--- src/sv/lmsc_pkg.sv ---
// ----------------------------------------------------------------------------
// Lane margin sweep controller package
// Shared types and constants for the lane margin sweep controller.
// ----------------------------------------------------------------------------
package lmsc_pkg;

  localparam int SLOT_COUNT_DEF = 32;
  localparam int CNT_W          = 6;   // width of lane_count and of the lane total
  localparam int STEP_W         = 7;
  localparam int VERD_W         = 2;
  localparam int KIND_W         = 2;
  localparam int CFG_IDX_W      = 3;
  localparam int CFG_DATA_W     = 8;

  // Configuration register indexes.
  localparam logic [CFG_IDX_W-1:0] REG_RECEIVER    = 3'd0;
  localparam logic [CFG_IDX_W-1:0] REG_ERR_CEILING = 3'd1;
  localparam logic [CFG_IDX_W-1:0] REG_DIRECTION   = 3'd2;
  localparam logic [CFG_IDX_W-1:0] REG_TOTAL_STEPS = 3'd3;
  localparam logic [CFG_IDX_W-1:0] REG_LANE_COUNT  = 3'd4;

  // Sweep directions.
  localparam logic [1:0] DIR_TIMING_LEFT  = 2'd0;
  localparam logic [1:0] DIR_TIMING_RIGHT = 2'd1;
  localparam logic [1:0] DIR_VOLTAGE_UP   = 2'd2;
  localparam logic [1:0] DIR_VOLTAGE_DOWN = 2'd3;

  // Margin command types.
  localparam logic [2:0] MTYPE_TIMING  = 3'd3;
  localparam logic [2:0] MTYPE_VOLTAGE = 3'd4;

  // Margin status code that means the step was accepted.
  localparam logic [1:0] MSTS_MARGINING = 2'd2;

  // Lane verdicts.
  localparam logic [VERD_W-1:0] VERDICT_THRESHOLD = 2'd0;
  localparam logic [VERD_W-1:0] VERDICT_NAK       = 2'd1;
  localparam logic [VERD_W-1:0] VERDICT_LIMIT     = 2'd2;

  // Result word kinds.
  localparam logic [KIND_W-1:0] KIND_STEP_CMD = 2'd0;
  localparam logic [KIND_W-1:0] KIND_FAILED   = 2'd1;
  localparam logic [KIND_W-1:0] KIND_FINAL    = 2'd2;

  // Input operations.
  localparam logic OP_START    = 1'b0;
  localparam logic OP_READBACK = 1'b1;

  typedef struct packed {
    logic [STEP_W-1:0] steps;
    logic [VERD_W-1:0] verdict;
  } rec_t;

  typedef struct packed {
    logic              pass;
    logic [VERD_W-1:0] verdict;
  } chk_t;

endpackage

--- src/sv/lmsc_rec_mem.sv ---
// ----------------------------------------------------------------------------
// Lane record memory
// One write port, one read port with registered read data.
// ----------------------------------------------------------------------------
module lmsc_rec_mem #(
  parameter int DEPTH  = lmsc_pkg::SLOT_COUNT_DEF,
  parameter int ADDR_W = 5
) (
  input  logic                clk,
  input  logic                wr_en,
  input  logic [ADDR_W-1:0]   wr_addr,
  input  lmsc_pkg::rec_t      wr_data,
  input  logic                rd_en,
  input  logic [ADDR_W-1:0]   rd_addr,
  output lmsc_pkg::rec_t      rd_data
);

  lmsc_pkg::rec_t mem [DEPTH];

  always_ff @(posedge clk) begin
    if (wr_en) begin
      mem[wr_addr] <= wr_data;
    end
  end

  always_ff @(posedge clk) begin
    if (rd_en) begin
      rd_data <= mem[rd_addr];
    end
  end

endmodule

--- src/sv/lmsc_check.sv ---
// ----------------------------------------------------------------------------
// Lane status readback check
// Decides whether a readback passes and which verdict a failure carries.
// ----------------------------------------------------------------------------
module lmsc_check (
  input  logic [15:0]    status_word,
  input  logic           idle_ack,
  input  logic [2:0]     receiver_number,
  input  logic [5:0]     err_ceiling,
  input  logic [1:0]     direction,
  output lmsc_pkg::chk_t chk
);

  logic [2:0] exp_type;
  logic [1:0] sts;

  always_comb begin
    exp_type = (direction == lmsc_pkg::DIR_TIMING_LEFT ||
                direction == lmsc_pkg::DIR_TIMING_RIGHT) ?
               lmsc_pkg::MTYPE_TIMING : lmsc_pkg::MTYPE_VOLTAGE;
    sts = status_word[15:14];
    chk.pass = (status_word[5:3] == exp_type) &&
               (status_word[2:0] == receiver_number) &&
               (sts == lmsc_pkg::MSTS_MARGINING) &&
               (status_word[13:8] <= err_ceiling) &&
               idle_ack;
    // Margin status 1 or 3 is a refusal; anything else is a limit failure.
    chk.verdict = sts[0] ? lmsc_pkg::VERDICT_NAK : lmsc_pkg::VERDICT_LIMIT;
  end

endmodule

--- src/sv/lane_margin_sweep_controller_core.sv ---
// ----------------------------------------------------------------------------
// Lane margin sweep controller core
// Controller side of a receiver lane-margining sweep in one direction.
// ----------------------------------------------------------------------------
//
//   Channel   Handshake              Payload
//   -------   --------------------   -------------------------------------------
//   cfg       cfg_valid / cfg_ready  cfg_index, cfg_data
//   in        in_valid  / in_ready   op, lane_slot, status_word, idle_ack
//   out       out_valid / out_ready  kind, command_word, slot, lane_steps,
//                                    lane_verdict, last
//
// A readback word goes through the check state, after the failure state when
// it fails the lane, and on through the advance and command states to a step
// command when it completes the round; an ignored one leaves the sequencer
// idle. A start word goes through the advance state to its step command or
// to the close. Closing a sweep takes the step decision, a read of the record
// memory, then one final record per slot, one per cycle while out_ready holds,
// through the single read port. Reset is synchronous and needs no clearing
// pass: record memory data is used only for lanes whose failed bit is set, and
// a lane that never failed reads as the step total latched at start with
// verdict threshold reached. The output register stalls the sequencer while
// out_ready is low; input is taken only when idle; configuration is always ready.
// ----------------------------------------------------------------------------
module lane_margin_sweep_controller_core #(
  parameter int SLOT_COUNT = lmsc_pkg::SLOT_COUNT_DEF
) (
  input  logic                              clk,
  input  logic                              rst,
  // Configuration write channel
  input  logic                              cfg_valid,
  output logic                              cfg_ready,
  input  logic [lmsc_pkg::CFG_IDX_W-1:0]    cfg_index,
  input  logic [lmsc_pkg::CFG_DATA_W-1:0]   cfg_data,
  // Input channel
  input  logic                              in_valid,
  output logic                              in_ready,
  input  logic                              op,
  input  logic [4:0]                        lane_slot,
  input  logic [15:0]                       status_word,
  input  logic                              idle_ack,
  // Output channel
  output logic                              out_valid,
  input  logic                              out_ready,
  output logic [lmsc_pkg::KIND_W-1:0]       kind,
  output logic [15:0]                       command_word,
  output logic [4:0]                        slot,
  output logic [lmsc_pkg::STEP_W-1:0]       lane_steps,
  output logic [lmsc_pkg::VERD_W-1:0]       lane_verdict,
  output logic                              last
);

  localparam int LANE_W = (SLOT_COUNT > 1) ? $clog2(SLOT_COUNT) : 1;
  localparam int CNT_W  = lmsc_pkg::CNT_W;
  localparam int STEP_W = lmsc_pkg::STEP_W;

  typedef enum logic [2:0] {
    S_IDLE,
    S_FAIL,
    S_CHK,
    S_ADV,
    S_CMD,
    S_FIN_RD,
    S_FIN_EMIT
  } state_t;

  state_t state;

  // Configuration registers.
  logic [2:0]        receiver_number;
  logic [5:0]        err_ceiling;
  logic [1:0]        direction;
  logic [STEP_W-1:0] total_steps;
  logic [CNT_W-1:0]  lane_count;

  // Sweep state.
  logic [STEP_W-1:0]     step_num;
  logic [STEP_W-1:0]     start_steps;
  logic                  sweep_active;
  logic [SLOT_COUNT-1:0] failed_mask;
  logic [SLOT_COUNT-1:0] reported_mask;
  logic [LANE_W-1:0]     fin_idx;
  logic [4:0]            fail_slot;
  lmsc_pkg::rec_t        fail_rec;

  // Combinational helpers.
  logic [CNT_W-1:0]      lanes_used;
  logic [SLOT_COUNT-1:0] lane_mask;
  logic [SLOT_COUNT-1:0] alive;
  logic                  in_fire;
  logic                  out_free;
  logic                  out_load;
  logic                  rb_ok;
  logic [LANE_W-1:0]     slot_idx;
  logic                  fin_last;
  logic [7:0]            cmd_payload;
  logic [2:0]            cmd_type;
  logic [15:0]           cmd_word;
  lmsc_pkg::chk_t        chk;
  lmsc_pkg::rec_t        wr_rec;
  lmsc_pkg::rec_t        rd_rec;
  lmsc_pkg::rec_t        fin_rec;
  logic                  mem_wr;
  logic                  mem_rd;
  logic [LANE_W-1:0]     mem_rd_addr;

  assign cfg_ready = 1'b1;
  assign in_ready  = (state == S_IDLE);
  assign in_fire   = in_valid && in_ready;
  assign out_free  = !out_valid || out_ready;

  // The output register takes a new word in the emitting states once free.
  assign out_load = out_free &&
                    ((state == S_FAIL) || (state == S_CMD) || (state == S_FIN_EMIT));

  // Lane counts above the supported number of slots are clamped.
  assign lanes_used = (lane_count > CNT_W'(SLOT_COUNT)) ? CNT_W'(SLOT_COUNT) : lane_count;

  always_comb begin
    for (int i = 0; i < SLOT_COUNT; i++) begin
      lane_mask[i] = (CNT_W'(i) < lanes_used);
    end
  end

  assign alive    = lane_mask & ~failed_mask;
  assign slot_idx = lane_slot[LANE_W-1:0];

  // A readback counts only during a sweep, for a slot in range that has
  // neither failed nor reported in this step.
  assign rb_ok = sweep_active && ({1'b0, lane_slot} < lanes_used) &&
                 !failed_mask[slot_idx] && !reported_mask[slot_idx];

  lmsc_check u_check (
    .status_word     (status_word),
    .idle_ack        (idle_ack),
    .receiver_number (receiver_number),
    .err_ceiling     (err_ceiling),
    .direction       (direction),
    .chk             (chk)
  );

  // A failing lane records the last step that passed.
  assign wr_rec.steps   = step_num - STEP_W'(1);
  assign wr_rec.verdict = chk.verdict;
  assign mem_wr = in_fire && (op == lmsc_pkg::OP_READBACK) && rb_ok && !chk.pass;

  assign fin_last = ((CNT_W'(fin_idx) + CNT_W'(1)) == lanes_used);

  // The next record is fetched while the current one is handed out.
  assign mem_rd = (state == S_FIN_RD) || ((state == S_FIN_EMIT) && out_free && !fin_last);
  assign mem_rd_addr = (state == S_FIN_RD) ? fin_idx : fin_idx + LANE_W'(1);

  lmsc_rec_mem #(
    .DEPTH  (SLOT_COUNT),
    .ADDR_W (LANE_W)
  ) u_rec_mem (
    .clk     (clk),
    .wr_en   (mem_wr),
    .wr_addr (slot_idx),
    .wr_data (wr_rec),
    .rd_en   (mem_rd),
    .rd_addr (mem_rd_addr),
    .rd_data (rd_rec)
  );

  // Lanes that never failed passed every step of the sweep.
  always_comb begin
    if (failed_mask[fin_idx]) begin
      fin_rec = rd_rec;
    end else begin
      fin_rec.steps   = start_steps;
      fin_rec.verdict = lmsc_pkg::VERDICT_THRESHOLD;
    end
  end

  // Step command: payload in the high byte, type and receiver below. The
  // step value is cut to the width of the payload's step field.
  always_comb begin
    case (direction)
      lmsc_pkg::DIR_TIMING_LEFT: begin
        cmd_payload = {2'b01, step_num[5:0]};
        cmd_type    = lmsc_pkg::MTYPE_TIMING;
      end
      lmsc_pkg::DIR_TIMING_RIGHT: begin
        cmd_payload = {2'b00, step_num[5:0]};
        cmd_type    = lmsc_pkg::MTYPE_TIMING;
      end
      lmsc_pkg::DIR_VOLTAGE_DOWN: begin
        cmd_payload = {1'b1, step_num};
        cmd_type    = lmsc_pkg::MTYPE_VOLTAGE;
      end
      default: begin
        cmd_payload = {1'b0, step_num};
        cmd_type    = lmsc_pkg::MTYPE_VOLTAGE;
      end
    endcase
    cmd_word = {cmd_payload, 2'b00, cmd_type, receiver_number};
  end

  // Configuration registers.
  always_ff @(posedge clk) begin
    if (rst) begin
      receiver_number <= 3'd1;
      err_ceiling     <= 6'd4;
      direction       <= lmsc_pkg::DIR_TIMING_LEFT;
      total_steps     <= '0;
      lane_count      <= CNT_W'(1);
    end else if (cfg_valid && cfg_ready) begin
      case (cfg_index)
        lmsc_pkg::REG_RECEIVER:    receiver_number <= cfg_data[2:0];
        lmsc_pkg::REG_ERR_CEILING: err_ceiling     <= cfg_data[5:0];
        lmsc_pkg::REG_DIRECTION:   direction       <= cfg_data[1:0];
        lmsc_pkg::REG_TOTAL_STEPS: total_steps     <= cfg_data[STEP_W-1:0];
        lmsc_pkg::REG_LANE_COUNT:  lane_count      <= cfg_data[CNT_W-1:0];
        default: ;
      endcase
    end
  end

  // Sequencer, sweep state and output register.
  always_ff @(posedge clk) begin
    if (rst) begin
      state         <= S_IDLE;
      out_valid     <= 1'b0;
      sweep_active  <= 1'b0;
      step_num      <= '0;
      failed_mask   <= '0;
      reported_mask <= '0;
      fin_idx       <= '0;
    end else begin
      if (out_load) begin
        out_valid <= 1'b1;
      end else if (out_valid && out_ready) begin
        out_valid <= 1'b0;
      end
      case (state)
        S_IDLE: begin
          if (in_fire) begin
            if (op == lmsc_pkg::OP_START) begin
              failed_mask   <= '0;
              reported_mask <= '0;
              step_num      <= '0;
              sweep_active  <= 1'b1;
              start_steps   <= total_steps;
              state         <= S_ADV;
            end else if (rb_ok) begin
              reported_mask[slot_idx] <= 1'b1;
              if (!chk.pass) begin
                failed_mask[slot_idx] <= 1'b1;
                fail_slot <= lane_slot;
                fail_rec  <= wr_rec;
                state     <= S_FAIL;
              end else begin
                state <= S_CHK;
              end
            end
          end
        end
        S_FAIL: begin
          if (out_free) begin
            kind         <= lmsc_pkg::KIND_FAILED;
            command_word <= '0;
            slot         <= fail_slot;
            lane_steps   <= fail_rec.steps;
            lane_verdict <= fail_rec.verdict;
            last         <= 1'b0;
            state        <= S_CHK;
          end
        end
        S_CHK: begin
          // The round closes once every slot in range failed or reported.
          if (((reported_mask | failed_mask) & lane_mask) == lane_mask) begin
            state <= S_ADV;
          end else begin
            state <= S_IDLE;
          end
        end
        S_ADV: begin
          if ((alive != '0) && (step_num < total_steps)) begin
            step_num      <= step_num + STEP_W'(1);
            reported_mask <= '0;
            state         <= S_CMD;
          end else begin
            sweep_active <= 1'b0;
            fin_idx      <= '0;
            state        <= (lanes_used == '0) ? S_IDLE : S_FIN_RD;
          end
        end
        S_CMD: begin
          if (out_free) begin
            kind         <= lmsc_pkg::KIND_STEP_CMD;
            command_word <= cmd_word;
            slot         <= '0;
            lane_steps   <= '0;
            lane_verdict <= '0;
            last         <= 1'b0;
            state        <= S_IDLE;
          end
        end
        S_FIN_RD: begin
          state <= S_FIN_EMIT;
        end
        S_FIN_EMIT: begin
          if (out_free) begin
            kind         <= lmsc_pkg::KIND_FINAL;
            command_word <= '0;
            slot         <= 5'(fin_idx);
            lane_steps   <= fin_rec.steps;
            lane_verdict <= fin_rec.verdict;
            last         <= fin_last;
            if (fin_last) begin
              state <= S_IDLE;
            end else begin
              fin_idx <= fin_idx + LANE_W'(1);
            end
          end
        end
        default: begin
          state <= S_IDLE;
        end
      endcase
    end
  end

endmodule

--- config.mk ---
export PLATFORM = sky130hd
export DESIGN_NAME = lane_margin_sweep_controller_core
export DESIGN_NICKNAME = d
export VERILOG_FILES = /design/src/sv/lmsc_pkg.sv /design/src/sv/lmsc_rec_mem.sv /design/src/sv/lmsc_check.sv /design/src/sv/lane_margin_sweep_controller_core.sv
export SDC_FILE = /design/constraint.sdc
export NUM_CORES = 1
export LEC_CHECK = 0
export BUFFER_PORTS_ARGS = -buffer_cell sky130_fd_sc_hd__buf_2
export CAP_MARGIN = 20
export CORE_ASPECT_RATIO = 1.25
export CORE_MARGIN = 2
export CORE_UTILIZATION = 58
export CTS_BUF_LIST = sky130_fd_sc_hd__clkbuf_8
export DETAILED_ROUTE_END_ITERATION = 7
export PLACE_DENSITY_LB_ADDON = 0.2
export SETUP_SLACK_MARGIN = 0.1
export SYNTH_ARGS = -nofsm -noshare
export SYNTH_HDL_FRONTEND = slang
export SYNTH_SLANG_ARGS = --single-unit
--- constraint.sdc ---
create_clock -name clk -period 3.1 [get_ports clk]
set_input_delay 0.465 -clock clk [delete_from_list [all_inputs] [get_ports clk]]
set_output_delay 0.465 -clock clk [all_outputs]
set_load 0.03 [all_outputs]
* Yosys cells after proc, flatten, opt, wreduce, memory -nomap -nowiden
Memories as Yosys holds them, arrays and structs flattened. A register that Yosys moved wholly into a read port is not among the register bits. Cells that the tools add are included.
Word-level totals: bits in registers 159, memory bits (writable) 288, input port bits 39, output and inout bits 36, word-level logic and storage cells 235, memories 1
Operators by class: $add $sub $neg 4, magnitude comparators 39, eq/ne operators 31, mux-type cells 72, bitwise logic cells 9, reductions and logical operators 57
Memory list:
- u_rec_mem.mem | words 32, bits a word 9, read ports 1, clocked after Yosys merged registers in 1, write ports 1, line lmsc_rec_mem.sv:18 | lmsc_pkg::rec_t mem [DEPTH];
Operators with widths (number):
- $mux W32 | 7
- $lt A5 B6 Y1 const A | 16
- $or A32 B32 Y32 | 3
- $and A32 B32 Y32 | 2
- $pmux W32 S2 | 1
- $lt A4 B6 Y1 const A | 8
- $mux W7 | 6
- $mux W5 | 7
- $mux W3 | 11
- $eq A32 B32 Y1 | 1
- $mux W16 | 2
- $not A32 Y32 | 1
- $pmux W16 S2 | 1
- $reduce_and A4 Y1 | 8
- $reduce_bool A32 Y1 | 1
- $lt A3 B6 Y1 const A | 4
- $pmux W8 S3 | 1
- $pmux W3 S7 | 1
- $pmux W7 S3 | 1
- $ne A2 B2 Y1 const B | 9
- $logic_and A1 B1 Y1 | 17
- $mux W2 | 8
- $bmux W1 S5 | 3
- $pmux W5 S3 | 1
- other kinds (41) | 92

* Longest topological paths before layout
word-level depth 13, depth in mapped cells 13, depth with buffers taken out 11

* By module
Synthesis repeated with hierarchy kept, for this count alone.
Unflattened totals: cells, all modules 1312, area, all modules 19453.7 µm²
By module, submodules not included:
- lmsc_rec_mem | times used 1, cells each 463, area an instance 11372.2 µm², sequential area each 8918.6 µm²
- lane_margin_sweep_controller_core | times used 1, cells each 818, area an instance 7856.3 µm², sequential area each 3633.5 µm²
- lmsc_check | times used 1, cells each 31, area an instance 225.2 µm², sequential area each 0.0 µm²

* Worst setup path after synthesis
Ideal clock, no wire load.
kind reg-to-reg, from register lane_count[4], to memory u_rec_mem.mem[11][0] in the netlist's numbering, enable pin, setup time 0.374 ns, arrival time 2.962 ns, required time 2.726 ns, slack -0.237 ns, stages on the path, launching flop included 12, path buffers 1, clock period less this slack 3.337 ns, path through dfxtp_1 clkbuf_1 nand2b_1 ha_1 nand2b_1 o311a_1 o311ai_0 or4b_1 nor3_2 and4_1 nand2_1 nor2_1
On the way: cells in the longest elaborated chain, start to end 10
Ends and longest elaborated chain:
- start, declared | line lane_margin_sweep_controller_core.sv:74 | logic [CNT_W-1:0] lane_count;
- start signal, assigned | line lane_margin_sweep_controller_core.sv:214 | lmsc_pkg::REG_LANE_COUNT: lane_count <= cfg_data[CNT_W-1:0];
- $gt A6 B6 Y1 | line lane_margin_sweep_controller_core.sv:117 | assign lanes_used = (lane_count > CNT_W'(SLOT_COUNT)) ? CNT_W'(SLOT_COUNT) : lane_count;
- $mux W6 * | line lane_margin_sweep_controller_core.sv:117
- $lt A5 B6 Y1 * | line lane_margin_sweep_controller_core.sv:130 | assign rb_ok = sweep_active && ({1'b0, lane_slot} < lanes_used) &&
- $logic_and A1 B1 Y1 * (2 in series) | line lane_margin_sweep_controller_core.sv:130
- $logic_and A1 B1 Y1 * | line lane_margin_sweep_controller_core.sv:131 | !failed_mask[slot_idx] && !reported_mask[slot_idx];
- $logic_and A1 B1 Y1 * (2 in series) | line lane_margin_sweep_controller_core.sv:145 | assign mem_wr = in_fire && (op == lmsc_pkg::OP_READBACK) && rb_ok && !chk.pass;
- $mux W1 * | line lmsc_rec_mem.sv:21 | if (wr_en) begin
- $mux W1 (not written as such) * | line lmsc_rec_mem.sv:22 | mem[wr_addr] <= wr_data;
- end, declared | line lmsc_rec_mem.sv:18
Every way passes the cells marked *; elsewhere a longest branch is shown, timed or not.

* Worst setup path after layout
from register reported_mask[8], to memory u_rec_mem.mem[2][5] in the netlist's numbering, enable pin
On the way: cells in the longest elaborated chain, start to end 8
Ends and longest elaborated chain:
- start, declared | line lane_margin_sweep_controller_core.sv:81 | logic [SLOT_COUNT-1:0] reported_mask;
- start signal, assigned | line lane_margin_sweep_controller_core.sv:228 | reported_mask <= '0;
- start signal, assigned | line lane_margin_sweep_controller_core.sv:241 | reported_mask <= '0;
- start signal, assigned by index | line lane_margin_sweep_controller_core.sv:247 | reported_mask[slot_idx] <= 1'b1;
- $bmux W1 S5 | line lane_margin_sweep_controller_core.sv:131
- $mux W1 (not written as such) | line lane_margin_sweep_controller_core.sv:131
- $logic_not A1 Y1 | line lane_margin_sweep_controller_core.sv:131
- $logic_and A1 B1 Y1 | line lane_margin_sweep_controller_core.sv:131
- $logic_and A1 B1 Y1 (2 in series) | line lane_margin_sweep_controller_core.sv:145
- $mux W1 | line lmsc_rec_mem.sv:21
- $mux W1 (not written as such) | line lmsc_rec_mem.sv:22
Every way passes these cells. The select of a mux whose other input is x is not followed.

==> impl_metrics.tcl <==
set metrics [dict create \
    grt_pass1_vias 13000 \
    regArea_sq_um 12600 \
    synth_flop_cell "edfxtp_1" \
    final.setup.tns_ns -1.90 \
    placed_cells 1938 \
    synth.top_cell.area_share 0.537 \
    dp_hpwl_microns 35000 \
    io_pins 75 \
    viasPerCell 6.25 \
    rsz0062_at_grt "yes" \
    hold_viol 0 \
    final-setup-viol-count 81 \
    status "finished, violations left" \
    fin_nets 1679 \
    synth_area_leaders "edfxtp_1 54%, mux4_2 12%, dfxtp_1 11%" \
    syn_avg_cell_area_sq_um 14.2 \
    required_ns 3.39 \
    internal-power_mw 9.56 \
    power_density_nw_per_um2 535 \
    port_buffers 68 \
    failed_checks "negative setup slack" \
    dieArea_sq_um 35100 \
    fillers 2207 \
    crit_type "reg2reg" \
    start_kind "register" \
    p_leak_nw 8.09 \
    clk_pin_slew_ns 0.07 \
    synth_area_sq_um 19500 \
    clkPwrFrac 0.375 \
    num_antenna_cells 0 \
    hold_depth 3 \
    yosysWarnings 0 \
    first_pass_iters 5 \
    grt_max_degree 35 \
    cts_root_buffer "clkbuf_8" \
    htree_levels 3 \
    gp_congestion 1.04 \
    seq_power_share 0.527 \
    fin_worst_skew_ns 0.0200 \
    cts_tree "yes" \
    fin_ws_ns -0.0461 \
    area_growth_pct 21.7 \
    drt_iter0_markers 1330 \
    swShare 0.246 \
    gr-usage-all-layers 0.298 \
    ys_ff_latch 453 \
    r2r_cells 11 \
    fmax_mhz 318 \
    hold_class "in2reg" \
    max-vdd-ir-drop_mv 0.401 \
    grt_overflow 0 \
    power.switching_mw 3.11 \
    insertion_delay_ns 0.59 \
    endpoint_kind "register" \
    drt-wirelength-per-cell_microns 24.8 \
    post-route-period-util 1.01 \
    synth_edf_count 348 \
    drive_above_1_share 0.318 \
    coreArea_sq_um 33300 \
    grt_first_pass_wirelength_microns 78000 \
    max-slew-margin-rel 0.271 \
    multi_input_area_sq_um 7140 \
    antenna_left 0 \
    chipWidth_microns 168 \
    clockBufferDepth 3 \
    finalWirelength_microns 51900 \
    yosys.area.top_type "edfxtp_1" \
    worstPathArrival_ns 3.44 \
    period_needed_ns 3.15 \
    synthCells 1372 \
    cts_buffers 67 \
    path_max_fanout 7 \
    via_count 13100 \
    route.detailed.drc 0 \
    yosysUniqueCellTypes 77 \
    pre_cts_ws_ns -0.320 \
    synth-async-reset-ratio 0 \
    initial_core_util 0.584 \
    antenna_found_initial 0 \
    final_core_util 0.711 \
    cts_hold_buf 0 \
    final_cells 2094 \
    rows 75 \
    tightest_slew_ns 1.09 \
    synth-seq-area-share 0.645 \
    maxCapViolations 0 \
    clock_sinks 453 \
    holdWs_ns 0.114 \
    finalMaxSlewViolations 0 \
    pwr-share-comb 0.098 \
    fp.dieH_microns 209 \
]
[stage by stage]
step | area (sq um) | total power [mW]
after floorplan | 19800 | 7.51
after global placement | 21800 | 7.98
after detailed placement | 21800 | 8.01
after CTS | 23500 | 12.7
after global routing | 23700 | 13.1
final | 23700 | 12.7
[path summary, 6_finish.rpt]
kind | from | end | slack, ns
hold reg to reg | reported_mask[4] | reported_mask[4] | 0.45
setup / recovery | reported_mask[8] | u_rec_mem.mem[2][5] | -0.05
hold / removal | cfg_data[6] | total_steps[6] | 0.11
setup reg to reg | reported_mask[8] | u_rec_mem.mem[2][5] | -0.05
[state kept, by name (all words and copies together) (netlist names), 2 cells and up]
register	cells
lane_count	6
step_num	7
kind	2
fail_slot	5
slot	5
fail_rec	9
lane_verdict	2
err_ceiling	6
u_rec_mem.rd_data	9
direction	2
u_rec_mem.mem	288
command_word	13
state	3
lane_steps	7
failed_mask	32
receiver_number	3
total_steps	7
start_steps	7
reported_mask	32
fin_idx	5
[worst max-delay path, cell delays in order, from the launching register on]
cell and delay, ns:
dfxtp_1 0.31, or2_1 0.25, mux4_2 0.48, o2bb2ai_2 0.15
or4b_4 0.56, nor3_4 0.14, and4_4 0.25, buf_12 0.16
nand2_4 0.09, buf_12 0.18, nor2_4 0.12, buf_12 0.13
[logic make-up after synthesis]
logic type | Yosys count | share of synthesized area
compound gates | 212 | 0.0678
flops | 453 | 0.645
mux | 152 | 0.145
simple gates | 408 | 0.0962
xor+xnor | 20 | 0.00900
fa+ha+maj | 19 | 0.0122
buf+inv | 106 | 0.0245
other cells | 2 | 0.000386
[synth_stat cells (all sizes together), types with 6 or more instances]
master	instances
clkbuf	47
and3	7
a21oi	37
nor4	11
a2111oi	12
nor2	108
ha	19
a21o	6
nor3	38
o21ai	95
buf	25
mux4	102
inv	33
or2	7
dfxtp	105
nor2b	11
xor2	6
o211ai	6
mux2i	40
nand3	23
edfxtp	348
xnor2	14
a211oi	9
mux2	10
and2	15
nand2	160
[what timing repair did]
| item | CTS | global route |
|---|---|---|
| hold endpoints to repair | 0 | 0 |
| pin swaps | 28 | 28 |
| setup endpoints to repair | 375 | 378 |
| resized for setup | 23 | 23 |
| gates cloned | 17 | 4 |
| setup buffers | 13 | 3 |
[per-layer routing]
| layer | share of wire | vias up | global-route usage |
|---|---|---|---|
| met5 | 0 | - | 0 |
| met4 | 0.051 | 0 | 0.133 |
| met3 | 0.076 | 155 | 0.0485 |
| met2 | 0.49 | 654 | 0.494 |
| met1 | 0.38 | 6483 | 0.393 |
| li1 | - | 5803 | - |
[area by class of cell]
class | count | area share
repair buffers | 232 | 0.0854
well taps | 423 | 0.0223
inverters | 34 | 0.00554
multi-input cells | 833 | 0.301
flip-flops and latches | 453 | 0.530
clock buffers | 76 | 0.0441
clock inverters | 43 | 0.0113
[cells in the final DEF (no fill, tap or decap), types with 18 or more instances in the layout]
cell      netlist  layout
o21ai_1        31      34
buf_12          0      31
buf_2           6      68
clkbuf_8        0      76
nor2_1        107      74
buf_4          11     124
nor2_4          0      49
dfxtp_1       105     105
o21ai_0        64      61
edfxtp_1      348     348
ha_1           19      18
inv_1          32      42
nand3_1        23      23
mux2i_1        39      38
nor3_1         36      34
mux4_2        102     102
nand2_1       158     153
a21oi_1        36      36
[power by group through the flow]
stage / combinational, mW / sequential, mW / clock [mW]
after floorplan: 0.591 / 6.92 / 0
after global placement: 1.18 / 6.80 / 0
after detailed placement: 1.20 / 6.81 / 0
after CTS: 1.22 / 6.68 / 4.83
after global routing: 1.33 / 6.68 / 5.08
final: 1.24 / 6.68 / 4.76
Power figures use the tool's default switching activity.
